==> src/rtl/tmlh_pkg.sv <==
// Package for the twin-motor lift height controller.
// Holds the state, command, event and register codes, constants and duty helpers.
// No dependencies.
`timescale 1ns / 1ps
`default_nettype none

package tmlh_pkg;

  localparam int unsigned SensorBitsDefault = 10;
  localparam int unsigned TimeBitsDefault   = 32;

  localparam logic [9:0] HEIGHT_BASE_MM = 10'd670;
  localparam logic [7:0] HEIGHT_SCALE   = 8'd250;
  localparam logic [9:0] CHECK_DELAY_MS = 10'd1000;
  localparam int         STALL_UP_MM    = 10;
  localparam int         STALL_DOWN_MM  = 2;

  localparam logic [7:0] UP_ONE_RST   = 8'd220;
  localparam logic [7:0] UP_TWO_RST   = 8'd200;
  localparam logic [7:0] DOWN_ONE_RST = 8'd220;
  localparam logic [7:0] DOWN_TWO_RST = 8'd180;

  localparam logic [7:0]  ROLL_THR_RST    = 8'd4;
  localparam logic [7:0]  SPEED_MAX_RST   = 8'd230;
  localparam logic [7:0]  SPEED_MIN_RST   = 8'd150;
  localparam logic [3:0]  SPEED_STEP_RST  = 4'd3;
  localparam logic [15:0] TIMEOUT_RST     = 16'd5000;
  localparam logic [15:0] INTERVAL_RST    = 16'd500;
  localparam logic [9:0]  HEIGHT_MIN_RST  = 10'd600;
  localparam logic [9:0]  HEIGHT_MAX_RST  = 10'd930;

  typedef enum logic [1:0] {
    ST_STOP = 2'd0,
    ST_UP   = 2'd1,
    ST_DOWN = 2'd2
  } motion_e;

  typedef enum logic [1:0] {
    CMD_TICK = 2'd0,
    CMD_MOVE = 2'd1,
    CMD_STOP = 2'd2
  } cmd_e;

  typedef enum logic [2:0] {
    EV_NONE     = 3'd0,
    EV_RANGE    = 3'd1,
    EV_HEIGHT   = 3'd2,
    EV_REACHED  = 3'd3,
    EV_TIMEOUT  = 3'd4,
    EV_STALLED  = 3'd5
  } event_e;

  typedef enum logic [2:0] {
    REG_ROLL_THR   = 3'd0,
    REG_SPEED_MAX  = 3'd1,
    REG_SPEED_MIN  = 3'd2,
    REG_SPEED_STEP = 3'd3,
    REG_TIMEOUT    = 3'd4,
    REG_INTERVAL   = 3'd5,
    REG_HEIGHT_MIN = 3'd6,
    REG_HEIGHT_MAX = 3'd7
  } cfg_reg_e;

  // Raise below the ceiling, saturate at full scale.
  function automatic logic [7:0] raise_duty(logic [7:0] d, logic [7:0] lim, logic [3:0] step);
    logic [8:0] sum;
    sum = {1'b0, d} + {5'd0, step};
    if (d < lim) begin
      raise_duty = sum[8] ? 8'hFF : sum[7:0];
    end else begin
      raise_duty = d;
    end
  endfunction

  // Lower above the floor, saturate at zero.
  function automatic logic [7:0] lower_duty(logic [7:0] d, logic [7:0] lim, logic [3:0] step);
    if (d > lim) begin
      lower_duty = (d > {4'd0, step}) ? (d - {4'd0, step}) : 8'd0;
    end else begin
      lower_duty = d;
    end
  endfunction

endpackage

`default_nettype wire

==> src/rtl/twin_motor_lift_height_controller_top.sv <==
// Twin-motor lift height controller, top level.
// Two-register pipeline: input word register, single-pass control logic, result register.
// Depends on tmlh_pkg.
`timescale 1ns / 1ps
`default_nettype none

// Every input word yields exactly one result word; it moves from the input register into
// the result register. A new word is accepted every clock while the result side does not
// stall: the control step (height conversion, duty rebalance, stall and end checks) is one
// pass of logic between the input register and the result register, and the lift state
// updates as the word moves into the result register. Backpressure on the result side
// holds the input register and then drops s_axis_tready_o. Configuration writes are taken
// every cycle and apply to words processed after them.
module twin_motor_lift_height_controller_top
  import tmlh_pkg::*;
#(
  parameter int unsigned SENSOR_BITS = SensorBitsDefault,
  parameter int unsigned TIME_BITS   = TimeBitsDefault
) (
  input  wire logic        clk_i,
  input  wire logic        rst_ni,
  input  wire logic        s_axis_tvalid_i,
  output logic             s_axis_tready_o,
  // target_height_mm[9:0], height_raw[19:10], roll[32:20], now_ms[64:33], zero[71:65]
  input  wire logic [71:0] s_axis_tdata_i,
  // cmd[1:0]
  input  wire logic [1:0]  s_axis_tuser_i,
  output logic             m_axis_tvalid_o,
  input  wire logic        m_axis_tready_i,
  // pwm_left[7:0], pwm_right[15:8], direction_down[16], power_on[17],
  // move_status[19:18], height_mm[29:20], event_res[32:30], zero[39:33]
  output logic [39:0]      m_axis_tdata_o,
  input  wire logic        cfg_valid_i,
  output logic             cfg_ready_o,
  input  wire logic [2:0]  cfg_index_i,
  input  wire logic [15:0] cfg_data_i
);

  localparam int unsigned SB = SENSOR_BITS;
  localparam int unsigned TB = TIME_BITS;

  // configuration
  logic [7:0]  roll_thr_q, speed_max_q, speed_min_q;
  logic [3:0]  speed_step_q;
  logic [15:0] timeout_q, interval_q;
  logic [9:0]  height_min_q, height_max_q;

  assign cfg_ready_o = 1'b1;

  always_ff @(posedge clk_i or negedge rst_ni) begin
    if (!rst_ni) begin
      roll_thr_q   <= ROLL_THR_RST;
      speed_max_q  <= SPEED_MAX_RST;
      speed_min_q  <= SPEED_MIN_RST;
      speed_step_q <= SPEED_STEP_RST;
      timeout_q    <= TIMEOUT_RST;
      interval_q   <= INTERVAL_RST;
      height_min_q <= HEIGHT_MIN_RST;
      height_max_q <= HEIGHT_MAX_RST;
    end else if (cfg_valid_i) begin
      case (cfg_reg_e'(cfg_index_i))
        REG_ROLL_THR:   roll_thr_q   <= cfg_data_i[7:0];
        REG_SPEED_MAX:  speed_max_q  <= cfg_data_i[7:0];
        REG_SPEED_MIN:  speed_min_q  <= cfg_data_i[7:0];
        REG_SPEED_STEP: speed_step_q <= cfg_data_i[3:0];
        REG_TIMEOUT:    timeout_q    <= cfg_data_i;
        REG_INTERVAL:   interval_q   <= cfg_data_i;
        REG_HEIGHT_MIN: height_min_q <= cfg_data_i[9:0];
        REG_HEIGHT_MAX: height_max_q <= cfg_data_i[9:0];
        default: ;
      endcase
    end
  end

  // input word register
  logic                 in_valid_q;
  cmd_e                 in_cmd_q;
  logic [9:0]           in_target_q;
  logic [SB-1:0]        in_raw_q;
  logic signed [12:0]   in_roll_q;
  logic [TB-1:0]        in_now_q;
  logic                 out_valid_q;
  logic                 advance;

  assign advance         = in_valid_q && (!out_valid_q || m_axis_tready_i);
  assign s_axis_tready_o = !in_valid_q || advance;

  always_ff @(posedge clk_i or negedge rst_ni) begin
    if (!rst_ni) begin
      in_valid_q <= 1'b0;
    end else if (s_axis_tready_o) begin
      in_valid_q <= s_axis_tvalid_i;
    end
  end

  always_ff @(posedge clk_i) begin
    if (s_axis_tready_o && s_axis_tvalid_i) begin
      in_cmd_q    <= cmd_e'(s_axis_tuser_i);
      in_target_q <= s_axis_tdata_i[9:0];
      in_raw_q    <= SB'(s_axis_tdata_i[19:10]);
      in_roll_q   <= s_axis_tdata_i[32:20];
      in_now_q    <= TB'(s_axis_tdata_i[64:33]);
    end
  end

  // lift state
  motion_e       state_q, state_d;
  logic [7:0]    up_one_q, up_two_q, down_one_q, down_two_q;
  logic [7:0]    up_one_d, up_two_d, down_one_d, down_two_d;
  logic [9:0]    present_q, present_d, previous_q, previous_d, goal_q, goal_d;
  logic [TB-1:0] start_q, start_d, check_q, check_d;
  event_e        event_d;

  // height conversion
  logic [SB+7:0] scaled;
  logic [9:0]    height_calc;
  assign scaled      = {8'd0, ~in_raw_q} * {{SB{1'b0}}, HEIGHT_SCALE};
  assign height_calc = HEIGHT_BASE_MM + {2'b00, scaled[SB+7:SB]};

  logic height_ok, target_ok;
  assign height_ok = (height_calc >= height_min_q) && (height_calc <= height_max_q);
  assign target_ok = (in_target_q >= height_min_q) && (in_target_q <= height_max_q);

  // roll compare
  logic signed [13:0] roll_w, thr_w, thr_n;
  logic               tilt_pos, tilt_neg;
  assign roll_w   = {in_roll_q[12], in_roll_q};
  assign thr_w    = $signed({6'd0, roll_thr_q});
  assign thr_n    = -thr_w;
  assign tilt_pos = roll_w > thr_w;
  assign tilt_neg = roll_w < thr_n;

  // timing and stall
  logic [TB-1:0]      elapsed, since_check;
  logic               check_due, timed_out;
  logic signed [10:0] delta;
  logic               stall_up, stall_down;
  assign elapsed     = in_now_q - start_q;
  assign since_check = in_now_q - check_q;
  assign check_due   = !since_check[TB-1] && (since_check > TB'(interval_q));
  assign timed_out   = elapsed >= TB'(timeout_q);
  assign delta       = $signed({1'b0, previous_q}) - $signed({1'b0, height_calc});
  assign stall_up    = (delta < 11'(STALL_UP_MM)) && (delta > -11'(STALL_UP_MM));
  assign stall_down  = delta < 11'(STALL_DOWN_MM);

  always_comb begin
    state_d    = state_q;
    up_one_d   = up_one_q;
    up_two_d   = up_two_q;
    down_one_d = down_one_q;
    down_two_d = down_two_q;
    present_d  = present_q;
    previous_d = previous_q;
    goal_d     = goal_q;
    start_d    = start_q;
    check_d    = check_q;
    event_d    = EV_NONE;
    case (in_cmd_q)
      CMD_MOVE: begin
        if (!target_ok) begin
          event_d = EV_RANGE;
        end else begin
          present_d = height_calc;
          if (!height_ok) begin
            event_d = EV_HEIGHT;
          end else begin
            goal_d     = in_target_q;
            previous_d = height_calc;
            start_d    = in_now_q;
            check_d    = in_now_q + TB'(CHECK_DELAY_MS);
            if (in_target_q > height_calc) begin
              state_d = ST_UP;
              if (timeout_q == '0) begin
                state_d = ST_STOP;
                event_d = EV_TIMEOUT;
              end
            end else if (in_target_q == height_calc) begin
              state_d = ST_STOP;
              event_d = EV_REACHED;
            end else begin
              state_d = ST_DOWN;
              if (timeout_q == '0) begin
                state_d = ST_STOP;
                event_d = EV_TIMEOUT;
              end
            end
          end
        end
      end
      CMD_STOP: begin
        state_d = ST_STOP;
      end
      CMD_TICK: begin
        if (state_q != ST_STOP) begin
          if (state_q == ST_UP) begin
            if (tilt_pos) begin
              up_two_d = raise_duty(up_two_q, speed_max_q, speed_step_q);
              up_one_d = lower_duty(up_one_q, speed_min_q, speed_step_q);
            end else if (tilt_neg) begin
              up_one_d = raise_duty(up_one_q, speed_max_q, speed_step_q);
              up_two_d = lower_duty(up_two_q, speed_min_q, speed_step_q);
            end
          end else begin
            if (tilt_pos) begin
              down_one_d = raise_duty(down_one_q, speed_max_q, speed_step_q);
              down_two_d = lower_duty(down_two_q, speed_min_q, speed_step_q);
            end else if (tilt_neg) begin
              down_two_d = raise_duty(down_two_q, speed_max_q, speed_step_q);
              down_one_d = lower_duty(down_one_q, speed_min_q, speed_step_q);
            end
          end
          present_d = height_calc;
          if (check_due) begin
            previous_d = height_calc;
            check_d    = in_now_q;
          end
          if (check_due && ((state_q == ST_UP) ? stall_up : stall_down)) begin
            state_d = ST_STOP;
            event_d = EV_STALLED;
          end else if ((state_q == ST_UP) ? (height_calc >= goal_q)
                                          : (height_calc <= goal_q)) begin
            state_d = ST_STOP;
            event_d = EV_REACHED;
          end else if (timed_out) begin
            state_d = ST_STOP;
            event_d = EV_TIMEOUT;
          end
        end
      end
      default: ;
    endcase
  end

  always_ff @(posedge clk_i or negedge rst_ni) begin
    if (!rst_ni) begin
      state_q    <= ST_STOP;
      up_one_q   <= UP_ONE_RST;
      up_two_q   <= UP_TWO_RST;
      down_one_q <= DOWN_ONE_RST;
      down_two_q <= DOWN_TWO_RST;
      present_q  <= '0;
      previous_q <= '0;
      goal_q     <= '0;
      start_q    <= '0;
      check_q    <= '0;
    end else if (advance) begin
      state_q    <= state_d;
      up_one_q   <= up_one_d;
      up_two_q   <= up_two_d;
      down_one_q <= down_one_d;
      down_two_q <= down_two_d;
      present_q  <= present_d;
      previous_q <= previous_d;
      goal_q     <= goal_d;
      start_q    <= start_d;
      check_q    <= check_d;
    end
  end

  // result register
  logic [7:0] pwm_l_d, pwm_r_d, pwm_l_q, pwm_r_q;
  motion_e    status_q;
  logic [9:0] height_q;
  event_e     event_q;

  always_comb begin
    case (state_d)
      ST_UP: begin
        pwm_l_d = up_one_d;
        pwm_r_d = up_two_d;
      end
      ST_DOWN: begin
        pwm_l_d = down_one_d;
        pwm_r_d = down_two_d;
      end
      default: begin
        pwm_l_d = 8'd0;
        pwm_r_d = 8'd0;
      end
    endcase
  end

  always_ff @(posedge clk_i or negedge rst_ni) begin
    if (!rst_ni) begin
      out_valid_q <= 1'b0;
    end else if (advance) begin
      out_valid_q <= 1'b1;
    end else if (m_axis_tready_i) begin
      out_valid_q <= 1'b0;
    end
  end

  always_ff @(posedge clk_i) begin
    if (advance) begin
      pwm_l_q  <= pwm_l_d;
      pwm_r_q  <= pwm_r_d;
      status_q <= state_d;
      height_q <= present_d;
      event_q  <= event_d;
    end
  end

  assign m_axis_tvalid_o = out_valid_q;
  assign m_axis_tdata_o  = {7'd0, event_q, height_q, status_q,
                            (status_q != ST_STOP), (status_q == ST_DOWN),
                            pwm_r_q, pwm_l_q};

  a_stop_pwm_zero: assert property (@(posedge clk_i) disable iff (!rst_ni)
    out_valid_q && (status_q == ST_STOP) |-> (pwm_l_q == 8'd0) && (pwm_r_q == 8'd0))
    else $error("stopped result with nonzero duty");

  a_end_event_stops: assert property (@(posedge clk_i) disable iff (!rst_ni)
    out_valid_q && (event_q == EV_REACHED || event_q == EV_TIMEOUT ||
                    event_q == EV_STALLED) |-> (status_q == ST_STOP))
    else $error("end event while still moving");

  a_ready_low_cause: assert property (@(posedge clk_i) disable iff (!rst_ni)
    !s_axis_tready_o |-> in_valid_q && out_valid_q && !m_axis_tready_i)
    else $error("input stalled without result backpressure");

endmodule

`default_nettype wire
==> config.mk <==
export PLATFORM = sky130hd
export DESIGN_NAME = twin_motor_lift_height_controller_top
export DESIGN_NICKNAME = d
export VERILOG_FILES = /design/src/rtl/tmlh_pkg.sv /design/src/rtl/twin_motor_lift_height_controller_top.sv
export SDC_FILE = /design/constraint.sdc
export NUM_CORES = 1
export LEC_CHECK = 0
export BUFFER_PORTS_ARGS = -buffer_cell sky130_fd_sc_hd__buf_2
export CELL_PAD_IN_SITES_DETAIL_PLACEMENT = 0
export CELL_PAD_IN_SITES_GLOBAL_PLACEMENT = 1
export CORE_MARGIN = 2
export CORE_UTILIZATION = 44
export DETAILED_ROUTE_END_ITERATION = 10
export PLACE_DENSITY_LB_ADDON = 0.15
export SLEW_MARGIN = 20
export SYNTH_ARGS = -nofsm -noshare
export SYNTH_HDL_FRONTEND = slang
export SYNTH_SLANG_ARGS = --single-unit
export TNS_END_PERCENT = 5
==> constraint.sdc <==
create_clock -name clk_i -period 9.5 [get_ports clk_i]
set_clock_uncertainty 0.2 [all_clocks]
set_input_delay 1.425 -clock clk_i [delete_from_list [all_inputs] [get_ports clk_i]]
set_output_delay 1.425 -clock clk_i [all_outputs]
set_load 0.005 [all_outputs]
After elaboration in Yosys (flattened, before gate mapping)
Cells that the tools add are included. Widths: inputs -> output; s select.

Input port bits: 98. Word-level logic and storage cells: 195. Register bits: 308.

Bitwise gates (word level): 1. Add/subtract/negate cells: 14. Order comparisons: 26. Multiplexer cells: 76. Eq/ne operators: 18. Multiply operators: 1. Reductions and logical operators: 29.

Operators with widths (number): $mux 8 (36); $mux 32 (4); $pmux 32 s2 (1); $sub 32x32->32 (2); $mux 10 (6); $pmux 10 s2 (2); $add 8x4->9 (4); $add 32x10->32 const B (1); $ge 32x16->1 (1); $gt 32x16->1 (1); $gt 8x4->1 (4); $gt 8x8->1 (4); $lt 8x8->1 (4); $pmux 8 s2 (2); $sub 8x4->8 (4); $ge 10x10->1 (3); $le 10x10->1 (3); $mux 3 (9); $mux 2 (9); $mul 10x7->17 const B (1); $logic_not 16->1 (1); $reduce_and 2->1 (8); $lt 13x14->1 (1); $neg 8->14 (1); 26 further kinds (53).

Depth between registers and ports, before layout
Gate-level depths: netlist of run 1.

Word-level depth: 13. Mapped depth: 34.

Least setup slack after synthesis of run 1
OpenSTA, ideal clock, no wires.

Path type: register to register. From: reg in_raw_q[2]. To: reg pwm_r_q[4], data pin. Stages on the path, launching flop included: 34. Arrival time: 8.458 ns. Period minus slack after synthesis: 8.918 ns. Buffers on the path: 1. Path slack: 0.582 ns. Setup time: 0.260 ns. Path through: edfxtp_1 > inv_1 > fa_1 > inv_1 > fa_1 > fa_1 > fa_1 > inv_1 > ha_1 > and3_1 > o311a_1 > o21ai_0 > nand2b_1 > xnor2_1 > ha_1 > and4b_1 > xor2_1 > inv_1 > ha_1 > o21ai_0 > a21oi_1 > or2_2 > a2111oi_1 > nor4_2 > a2111oi_1 > nor4bb_1 > or4b_1 > a221o_1 > nand4b_1 > nand2_1 > ha_1 > nand2b_1 > buf_1 > a2bb2o_1.

Word-level cells in the longest chain between the ends: 13. Elaborated cells between the ends (all ways): 29. Those cells by class: add/sub: 2; mul: 1; order compare: 8; eq/ne: 3; mux: 11; bitwise: 1; reduce/logical: 3.

Ends and longest elaborated chain: from (decl) (line twin_motor_lift_height_controller_top.sv:79) `logic [SB-1:0] in_raw_q;`; from (signal assigned) (line twin_motor_lift_height_controller_top.sv:100) `in_raw_q <= SB'(s_axis_tdata_i[19:10]);`; $not 10->10 (*) (line twin_motor_lift_height_controller_top.sv:117) `assign scaled = {8'd0, ~in_raw_q} * {{SB{1'b0}}, HEIGHT_SCALE};`; $mul 10x7->17 (*) (line twin_motor_lift_height_controller_top.sv:117); $add 10x8->10 (*) (line twin_motor_lift_height_controller_top.sv:118) `assign height_calc = HEIGHT_BASE_MM + {2'b00, scaled[SB+7:SB]};`; named net height_calc[5] (line twin_motor_lift_height_controller_top.sv:116) `logic [9:0] height_calc;`; $sub 10x10->11 (line twin_motor_lift_height_controller_top.sv:142) `assign delta = $signed({1'b0, previous_q}) - $signed({1'b0, height_calc});`; $lt 11x5->1 / $gt 11x5->1 (equally long branches) (line twin_motor_lift_height_controller_top.sv:143) `assign stall_up = (delta < 11'(STALL_UP_MM)) && (delta > -11'(STALL_UP_MM));`; $logic_and 1x1->1 (line twin_motor_lift_height_controller_top.sv:143); $mux 1 (line twin_motor_lift_height_controller_top.sv:217) `if (check_due && ((state_q == ST_UP) ? stall_up : stall_down)) begin`; $logic_and 1x1->1 (line twin_motor_lift_height_controller_top.sv:217); $mux 2 (line twin_motor_lift_height_controller_top.sv:217); $mux 2 (line twin_motor_lift_height_controller_top.sv:194) `if (state_q != ST_STOP) begin`; $pmux 2 s3 (*) (line twin_motor_lift_height_controller_top.sv:158) `case (in_cmd_q)`; named net state_d[1] (line twin_motor_lift_height_controller_top.sv:107) `motion_e state_q, state_d;`; $eq 2x2->1 / $eq 2x1->1 (equally long branches) (line twin_motor_lift_height_controller_top.sv:267) `case (state_d)`; $pmux 8 s2 (*) (line twin_motor_lift_height_controller_top.sv:267); named net pwm_r_d[4] (line twin_motor_lift_height_controller_top.sv:261) `logic [7:0] pwm_l_d, pwm_r_d, pwm_l_q, pwm_r_q;`; to (signal assigned) (line twin_motor_lift_height_controller_top.sv:296) `pwm_r_q <= pwm_r_d;`; to (decl) (line twin_motor_lift_height_controller_top.sv:261).

Mark *: on every way through the listed nets, which the timed path passes. The rest lies on a longest branch. A chain may end at the register's enable or synchronous reset.

Worst setup path after layout of run 1
From: reg in_raw_q[1]. To: reg pwm_l_q[2], data pin.

Word-level cells in the longest chain between the ends: 13. Elaborated cells between the ends (all ways): 29. Those cells by class: add/sub: 2; mul: 1; order compare: 8; eq/ne: 3; mux: 11; bitwise: 1; reduce/logical: 3.

Ends and longest elaborated chain: $not 10->10 (*) (line twin_motor_lift_height_controller_top.sv:117); $mul 10x7->17 (*) (line twin_motor_lift_height_controller_top.sv:117); $add 10x8->10 (*) (line twin_motor_lift_height_controller_top.sv:118); named net height_calc[1] (line twin_motor_lift_height_controller_top.sv:116); $sub 10x10->11 (line twin_motor_lift_height_controller_top.sv:142); $lt 11x5->1 / $gt 11x5->1 (equally long branches) (line twin_motor_lift_height_controller_top.sv:143); $logic_and 1x1->1 (line twin_motor_lift_height_controller_top.sv:143); $mux 1 (line twin_motor_lift_height_controller_top.sv:217); $logic_and 1x1->1 (line twin_motor_lift_height_controller_top.sv:217); $mux 2 (line twin_motor_lift_height_controller_top.sv:217); $mux 2 (line twin_motor_lift_height_controller_top.sv:194); $pmux 2 s3 (*) (line twin_motor_lift_height_controller_top.sv:158); $eq 2x2->1 / $eq 2x1->1 (equally long branches) (line twin_motor_lift_height_controller_top.sv:267); $pmux 8 s2 (*) (line twin_motor_lift_height_controller_top.sv:267); named net pwm_l_d[2] (line twin_motor_lift_height_controller_top.sv:261); to (signal assigned) (line twin_motor_lift_height_controller_top.sv:295) `pwm_l_q <= pwm_l_d;`; to (decl) (line twin_motor_lift_height_controller_top.sv:261).

Marks and branches as above.

==> impl_metrics.tcl, run 1 <==
set metrics [dict create \
    dp_hpwl_um 52100 \
    crit_start "in_raw_q[1]" \
    cts_htree_levels 2 \
    syn_avg_cell_area_sq_um 9.49 \
    core_sq_um 55200 \
    clkTransAtPathRegs_ns 0.06 \
    drt_first_pass_iters 5 \
    async_flop_share_pct 68.2 \
    rows 86 \
    synth_seq_cells 308 \
    grt_max_degree 76 \
    synth_top_area_share_pct 16.4 \
    syn2layout_area_growth_pct 13.2 \
    maxSlewHeadroom_pct 30.0 \
    setup_ws_ns 0.490 \
    globalRouteMet2Util_pct 41.8 \
    antenna_found_initial 0 \
    synth-warning-count 0 \
    status "complete, no violations" \
    vias 19588 \
    crit_fanout 5 \
    cts_max_path_buffers 3 \
    finalHoldViolations 0 \
    place.gp.congestion 0.884 \
    grt_pass1_vias 19863 \
    power.leakage_nw 12.9 \
    hold_class "register to register" \
    worst_r2r_startpoint "in_raw_q[1]" \
    max_cap_violations 0 \
    fin_crit_ns 9.01 \
    worstSetupPathType "register to register" \
    nets 3180 \
    track_usage_pct 24.5 \
    slew_viol_final 0 \
    cts_buffers 40 \
    grt_pass1_wl_um 110000 \
    utilization_pct 50.4 \
    multi_input_area_sq_um 15000 \
    first_iter_violations 1258 \
    syn-cell-area_sq_um 24600 \
    synth_area_leaders "dfrtp_1 (16%), ha_1 (16%), edfxtp_1 (12%)" \
    synth-edff-count 98 \
    die_x_um 240 \
    drt-total-wl_um 68700 \
    yosysTopAreaCell "dfrtp_1" \
    ys_seq_area_share_pct 33.6 \
    cpMaxStageDelayCell "or4b_1" \
    fillers 5157 \
    ioPinCount 141 \
    drive_gt1_share_pct 16.6 \
    portBuffers 125 \
    ys.flop_type "dfrtp_1" \
    synth_cell_types 93 \
    grt_use_met3_pct 2.87 \
    numClockSinks 308 \
    clock-root-buffer "clkbuf_16" \
    fmax_mhz 111 \
    gr-usage-met1_pct 32.5 \
    final_cell_mix "ha_1 (307), inv_1 (282), nor2_1 (164)" \
    power_mw 10.4 \
    cts_tree "yes" \
    die_height_um 240 \
    crit_top_cell "fa_1" \
    start_util_pct 44.5 \
    critPathMaxStageDelay_ns 0.54 \
    irDropWorstVdd_mv 0.398 \
    drc 0 \
    power_density_nw_per_um2 374 \
    critPathArrivalTime_ns 9.18 \
    crit_path_start_kind "register" \
    syn-instance-count 2590 \
    wire_per_inst_um 19.6 \
    pre_cts_slack_ns 0.00594 \
    grt_remaining_overflow 0 \
    post_drt_via_cell_ratio 5.58 \
    postRouteAntennaNets 0 \
    holdCritStartpoint "present_q[9]" \
    top_usage_layer "met2" \
    layout_commonest_cell "ha_1" \
    die-area_sq_um 57800 \
    period_share_pct 94.8 \
    worstPathRequired_ns 9.67 \
    setup_violations 0 \
    worst_pin_slew_ns 1.04 \
    regArea_sq_um 8260 \
    endpoint_kind "register" \
    clock_latency_ns 0.58 \
]
## flip-flops by register name, indices dropped and copies added, names as in the netlist, 10 cells and up
register and flops:
in_raw_q 10, goal_q 10, check_q 32, in_target_q 10, interval_q 16, in_now_q 32, previous_q 10, present_q 10
timeout_q 16, height_min_q 10, in_roll_q 13, height_q 10, start_q 32, height_max_q 10
## metrics by stage
| step | hold slack [ns] | setup TNS (ns) | area (sq um) | instances |
|---|---|---|---|---|
| 5_1_grt | 0.278 | -0.00659 | 27800 | 3512 |
| 3_5_place_dp | 0.247 | 0 | 26200 | 3434 |
| 2_1_floorplan | 0.226 | 0 | 24600 | 2596 |
| 4_1_cts | 0.264 | 0 | 27700 | 3508 |
| 3_3_place_gp | 0.243 | 0 | 26200 | 3434 |
| 6_report | 0.260 | 0 | 27800 | 3513 |
## metal layers
layer / share of wire [%] / vias to the layer above
met5: 0 / -
met4: 2.6 / 0
met3: 3.9 / 102
met2: 48 / 392
met1: 46 / 9494
li1: - / 9600
## worst max-delay path: cells and delay by family, from the launching register on
| kind | cells | cell delay (ns) |
|---|---|---|
| adder cells (fa/ha/maj) | 8 | 3.07 |
| buffers and inverters | 7 | 0.72 |
| AND/OR/NAND/NOR | 10 | 2.14 |
| flip-flops | 1 | 0.39 |
| XOR/XNOR | 1 | 0.20 |
| AO/OA/AOI/OAI | 9 | 2.08 |
## power by group
| group | internal [mW] | switching [mW] | total, mW |
|---|---|---|---|
| sequential | 1.77 | 0.299 | 2.07 |
| combinational | 2.87 | 3.75 | 6.62 |
| clock | 1.06 | 0.644 | 1.70 |
| total | 5.70 | 4.69 | 10.4 |
## path summary, 6_finish.rpt
path / end / slack (ns) / depth (start not counted)
max reg2reg: pwm_l_q[2] / 0.49 / 35
max in group asynchronous: previous_q[1] / 7.01 / 2
min reg2reg: present_q[9] / 0.26 / 1
max: pwm_l_q[2] / 0.49 / 35
min: present_q[9] / 0.26 / 1
min in group asynchronous: start_q[17] / 0.64 / 1
## repair_timing
action,CTS,global route
setup buffers,0,4
pin swaps,0,6
cloned,0,0
gates resized for setup,1,16
endpoints found under the setup margin,5,16
hold buffers,0,0
## synthesized netlist by cell type (10+ instances only)
master,number
nor2_1,164
or3_1,14
nor4_1,31
a31oi_1,22
o21a_1,33
nand4_1,33
xnor2_1,59
fa_1,41
clkbuf_1,56
nand2_1,164
xor2_1,35
nand3_1,45
and3_1,19
o31ai_1,10
o22ai_1,15
a211o_1,13
o21ai_0,158
a211oi_1,22
ha_1,309
nor2b_1,35
inv_1,287
mux2_2,116
a21o_1,97
nand2b_1,40
nor3_1,52
dfrtp_1,161
a21oi_1,144
mux2i_1,38
edfxtp_1,98
o21bai_1,14
dfstp_2,49
and2_1,11
buf_4,14
## cells by family (layout without fill, tap and decap cells)
logic type	after synthesis	in the layout	synth area share [%]
other cells	2	9	0.0306
xor+xnor	97	97	3.63
fa+ha+maj	354	354	19.2
compound gates	649	649	17.4
buf+inv	369	537	5.92
flops	308	308	33.6
simple gates	657	657	13.3
mux	154	154	6.86
## area by class of cell
type | instances | area share, %
Antenna cell | 1 | 0.00900
Clock buffer | 51 | 4.16
Clock inverter | 23 | 1.21
Inverter | 287 | 3.87
Multi-Input combinational cell | 1919 | 53.9
Sequential cell | 308 | 29.7
Tap cell | 748 | 3.37
Timing Repair Buffer | 176 | 3.75
Power figures use the tool's default switching activity.
==> inputs of run 2 (changes only) <==
Settings changed: BUFFER_PORTS_ARGS -buffer_cell sky130_fd_sc_hd__buf_2 to default, CORE_UTILIZATION 44 to 46, DONT_BUFFER_PORTS from default to 1.
==> run 2 against run 1 <==
- clock power fell by 8%
- routed wire length down 1.6%
- non-clock buffer count shrank 129
- sequential share of layout area rose by 1.0 points
- worst hold slack better by 0.024 ns
- total power fell by 2.7%
- die area is 4.3% lower
- clock-buffer cell count is 2 higher
==> impl_metrics.tcl, run 2 (synthesized netlist as in run 1, its figures left out) <==
set metrics [dict create \
    status "complete, no violations" \
    track_usage_pct 24.6 \
    p_sw_share_pct 45.7 \
    intPower_mw 5.50 \
    first_iter_violations 1281 \
    cts_max_path_buffers 3 \
    grt_remaining_overflow 0 \
    drc 0 \
    pre_cts_slack_ns -0.217 \
    drt_first_pass_iters 8 \
    worst_r2r_path_depth 32 \
    cts_tree "yes" \
    crit_fanout 6 \
    power_mw 10.1 \
    die_height_um 235 \
    seqPwrFrac_pct 20.6 \
    vias 19159 \
    utilization_pct 51.1 \
    wire_per_inst_um 20.3 \
    critPathArrivalTime_ns 9.13 \
    setup_violations 0 \
    power_density_nw_per_um2 376 \
    fin_setup_tns_ns 0 \
    period_share_pct 94.8 \
    nets 3052 \
    placed_cell_area_sq_um 25500 \
    antenna_found_initial 1 \
    die-area_sq_um 55300 \
    start_util_pct 46.7 \
    grt_max_degree 211 \
    power.leakage_nw 12.3 \
    clkTransAtPathRegs_ns 0.06 \
    worst_pin_slew_ns 0.962 \
    top_usage_layer "met2" \
    endpoint_kind "register" \
    rows 84 \
    slew_viol_final 0 \
    setup_ws_ns 0.498 \
    layout_commonest_cell "ha_1" \
    globalRouteMet2Util_pct 41.1 \
    cts_htree_levels 2 \
    pwr-share-comb_pct 63.9 \
    worstPathRequired_ns 9.63 \
    worst_hold_slack_ns 0.283 \
    dp_hpwl_um 50700 \
    clock-root-buffer "clkbuf_16" \
    numClockSinks 308 \
    worstSetupPathType "register to register" \
    final_cell_mix "ha_1 (308), inv_1 (285), nand2_1 (164), nor2_1 (164), dfrtp_1 (161)" \
    grt_use_met3_pct 3.69 \
    postRouteAntennaNets 0 \
    clock_power_share_pct 15.5 \
    die_x_um 235 \
    post_drt_via_cell_ratio 5.76 \
    critPathMaxStageDelay_ns 0.56 \
    crit_path_start_kind "register" \
    irDropWorstVdd_mv 0.391 \
    ioPinCount 141 \
    hold_class "register to register" \
    stdcell_area_sq_um 26900 \
    switching_power_mw 4.62 \
    hold_buffers 0 \
    grt_pass1_vias 19458 \
    place.gp.congestion 0.873 \
    fmax_mhz 111 \
    max_cap_violations 0 \
    portBuffers 0 \
    finalHoldViolations 0 \
    cpMaxStageDelayCell "fa_1" \
    min_path_cells 1 \
    drt-total-wl_um 67600 \
    final_cells 3325 \
    drive_gt1_share_pct 12.4 \
    biggestRegsByFlops "check_q (32), in_now_q (32), start_q (32)" \
    core_sq_um 52700 \
    maxSlewHeadroom_pct 34.2 \
    clock_latency_ns 0.57 \
    syn2layout_area_growth_pct 9.43 \
    cts_buffers 41 \
    fin_crit_ns 9.00 \
    dp_cells 3248 \
    rsz0062_at_grt "no" \
    grt_pass1_wl_um 109000 \
    gr-usage-met1_pct 32.9 \
]
[run 2: cell types whose count changed in the layout (fill, tap and decap cells not counted), moves of 2 or more]
cell        delta
clkbuf_16      -3
inv_2          -3
inv_6          +3
buf_2        -124
bufinv_16      -3
clkbuf_1       +6
clkinvlp_4     +4
inv_1          +3
a2111oi_2      +2
clkinv_1       -4
a2111oi_1      -2
buf_4          -3
clkinv_2       +2
[run 2: repair_timing]
item,4_1_cts,5_1_grt
gates resized for setup,4,14
endpoints found under the setup margin,10,16
setup buffers,0,1
pin swaps,0,2
[run 2: path summary, 6_finish.rpt]
check                      slack (ns)            end    startpoint
max in group asynchronous        8.23  roll_thr_q[1]        rst_ni
setup reg to reg                 0.50     pwm_l_q[3]   in_raw_q[2]
min in group asynchronous        0.34  down_one_q[5]        rst_ni
setup / recovery                 0.50     pwm_l_q[3]   in_raw_q[2]
hold reg to reg                  0.28   present_q[9]  present_q[9]
hold / removal                   0.28   present_q[9]  present_q[9]
[run 2: final cells by class]
| class | count | area [sq um] |
|---|---|---|
| multi-input combinational | 1919 | 15000 |
| clock inverter | 22 | 241 |
| tap | 688 | 861 |
| fill | 4914 | 25800 |
| sequential | 308 | 8260 |
| inverter | 287 | 1080 |
| timing repair buffer | 47 | 365 |
| antenna | 1 | 2.50 |
| clock buffer | 53 | 1090 |
[run 2: power groups by stage]
stage | Sequential, mW | Clock (mW) | Combinational [mW]
after CTS | 2.08 | 1.60 | 6.43
after global routing | 2.14 | 1.66 | 7.35
after floorplan | 1.96 | 0 | 4.77
final | 2.08 | 1.56 | 6.47
after detailed placement | 2.10 | 0 | 6.37
after global placement | 2.09 | 0 | 6.23
[run 2: layer usage]
metal | share of wire (%) | wire, um
met5 | 0 | 0
met4 | 3.1 | 2080
met3 | 4.6 | 3130
met2 | 47 | 31600
met1 | 46 | 30800
[run 2: worst max-delay path, delay by kind of cell (launching register included)]
kind                       cells  cell delay [ns]
AOI/OAI and AO/OA              8             2.09
xor gates and xnor gates       1             0.20
adders and majority gates      7             3.06
buffers and inverters          5             0.49
DFF                            1             0.34
and+or+nand+nor               11             2.38
==> inputs of run 3 (changes only) <==
Settings changed: ABC_AREA from default to 1, CORE_UTILIZATION 46 to 40.
==> run 3 against run 2 <==
- register-to-register slack better by 0.74 ns
- clock-buffer cell count decreased by 2
- synthesized area rose by 2.9%
- final cell count rose by 25%
- non-clock buffer count down 39
- global-route usage decreased by 2.3 points
- critical path type unchanged
==> impl_metrics.tcl, run 3 <==
set metrics [dict create \
    status "complete, no violations" \
    crit_path_start_kind "register" \
    crit_buf_inv 7 \
    syn-instance-count 3281 \
    utilization_pct 43.8 \
    antenna_found_initial 0 \
    wire_per_inst_um 17.5 \
    power_density_nw_per_um2 388 \
    first_iter_violations 1349 \
    cts_tree "yes" \
    pre_cts_slack_ns 1.27 \
    ys.flop_type "dfrtp_1" \
    fin_crit_ns 8.26 \
    setup_violations 0 \
    drt_first_pass_iters 5 \
    cts_max_path_buffers 3 \
    grt_pass1_vias 21206 \
    ys_seq_area_share_pct 32.7 \
    synth_top_area_share_pct 15.9 \
    worst_pin_slew_ns 1.04 \
    hold_class "register to register" \
    place.gp.congestion 0.896 \
    worstPathRequired_ns 9.71 \
    period_share_pct 86.9 \
    synth-edff-count 98 \
    power_mw 10.7 \
    synth_most_common_cell "nand2_1" \
    fmax_mhz 121 \
    rsz0062_at_grt "no" \
    vias 21483 \
    layout_commonest_cell "nand2_1" \
    clock_latency_ns 0.57 \
    die-area_sq_um 65200 \
    grt_pass1_wl_um 117000 \
    maxSlewHeadroom_pct 30.8 \
    drt-total-wl_um 72700 \
    slew_viol_final 0 \
    synth_area_leaders "dfrtp_1 (16%), ha_1 (15%), edfxtp_1 (12%)" \
    portBuffers 0 \
    cts_buffers 41 \
    drc 0 \
    endpoint_kind "register" \
    cts_resized 0 \
    drive_gt1_share_pct 5.45 \
    clock-root-buffer "clkbuf_16" \
    syn-cell-area_sq_um 25300 \
    die_x_um 255 \
    crit_top_cell "nand2_1" \
    biggestRegsByFlops "check_q (32), in_now_q (32), start_q (32)" \
    die_height_um 255 \
    post_cts_buffers 0 \
    synth-warning-count 0 \
    yosysTopAreaCell "dfrtp_1" \
    syn_avg_cell_area_sq_um 7.70 \
    rows 92 \
    irDropWorstVdd_mv 0.308 \
    numClockSinks 308 \
    start_util_pct 40.3 \
    grt_max_degree 211 \
    critPathMaxStageDelay_ns 0.55 \
    synth_seq_cells 308 \
    ys_top_cells_by_count "nand2_1 (699), inv_1 (548), ha_1 (309)" \
    hold_buffers 0 \
    max_cap_violations 0 \
    crit_fanout 16 \
    critPathArrivalTime_ns 8.47 \
    core_sq_um 62700 \
    dp_hpwl_um 56400 \
    clkTransAtPathRegs_ns 0.06 \
    track_usage_pct 22.4 \
    cpMaxStageDelayCell "fa_1" \
    cts_htree_levels 2 \
    finalHoldViolations 0 \
    grt_remaining_overflow 0 \
    worstSetupPathType "register to register" \
    post_drt_via_cell_ratio 5.18 \
    async_flop_share_pct 68.2 \
    ioPinCount 141 \
    fin_setup_tns_ns 0 \
    setup_ws_ns 1.24 \
    power.leakage_nw 13.1 \
    cp_top_family "adder cells" \
    postRouteAntennaNets 0 \
    syn2layout_area_growth_pct 8.73 \
    nets 3716 \
    synth_cell_types 66 \
    final_cell_mix "nand2_1 (699), inv_1 (547), ha_1 (309)" \
]
## run 3: cell count changes in the layout (fill, tap and decap cells not counted), moves of 54 or more
| cell | before | now |
|---|---|---|
| a21oi_1 | 142 | 201 |
| nand2_1 | 164 | 699 |
| nor2_1 | 164 | 219 |
| mux2_2 | 116 | 0 |
| nand3_1 | 45 | 116 |
| xor2_1 | 35 | 89 |
| inv_1 | 285 | 547 |
| o21ai_0 | 157 | 287 |
| a21o_1 | 97 | 9 |
| o21ai_1 | 3 | 62 |
## run 3: power by group
group          switching, mW  internal, mW  total [mW]
Sequential             0.339          1.79        2.13
Clock                  0.654         0.954        1.61
Combinational           4.48          2.46        6.94
## run 3: kinds of logic (layout without fill, tap and decap cells)
kind of cell               Yosys count  after routing  synth area share (%)
and+or+nand+nor                   1177           1177                  19.5
AOI/OAI and AO/OA                  710            710                  15.8
buffers and inverters              624            638                  9.65
adders and majority gates          350            350                  18.5
DFF                                308            308                  32.7
xor gates and xnor gates           110            110                  3.81
other                                2              9                0.0297
## run 3: area by class of cell
type                            count  area, sq um
Antenna cell                        1         2.50
Clock buffer                       51         1160
Clock inverter                     25          239
Fill cell                        6413        35200
Inverter                          554         2080
Multi-Input combinational cell   2355        14600
Sequential cell                   308         8260
Tap cell                          846         1060
Timing Repair Buffer                8         60.1
## run 3: worst paths after layout
| check | startpoint | slack [ns] | end | depth (start not counted) |
|---|---|---|---|---|
| setup / recovery | in_raw_q[5] | 1.24 | pwm_r_q[7] | 40 |
| hold / removal | present_q[9] | 0.27 | present_q[9] | 2 |
| setup reg to reg | in_raw_q[5] | 1.24 | pwm_r_q[7] | 40 |
| hold reg to reg | present_q[9] | 0.27 | present_q[9] | 2 |
| max in group asynchronous | rst_ni | 8.19 | start_q[27] | 0 |
| min in group asynchronous | rst_ni | 0.36 | down_one_q[1] | 0 |
## run 3: worst reg2reg max path, delay by kind of cell, from the launching register on
| family | cells | cell delay, ns |
|---|---|---|
| AOI/OAI and AO/OA | 3 | 0.51 |
| adders and majority gates | 8 | 3.44 |
| buffers and inverters | 7 | 0.91 |
| DFF | 1 | 0.46 |
| and+or+nand+nor | 22 | 2.59 |
## run 3: metal layers
metal  GRT usage [%]  part of all wire [%]
met5               0                     0
met4            6.16                   2.7
met3            3.31                   3.7
met2            38.5                    48
met1            29.2                    46
## run 3: through the flow
step / area, sq um / hold WS [ns] / instances
after global routing: 27500 / 0.303 / 4147
after global placement: 26100 / 0.237 / 4071
after CTS: 27500 / 0.274 / 4147
after detailed placement: 26100 / 0.260 / 4071
after floorplan: 25300 / 0.227 / 3287
final: 27500 / 0.268 / 4148
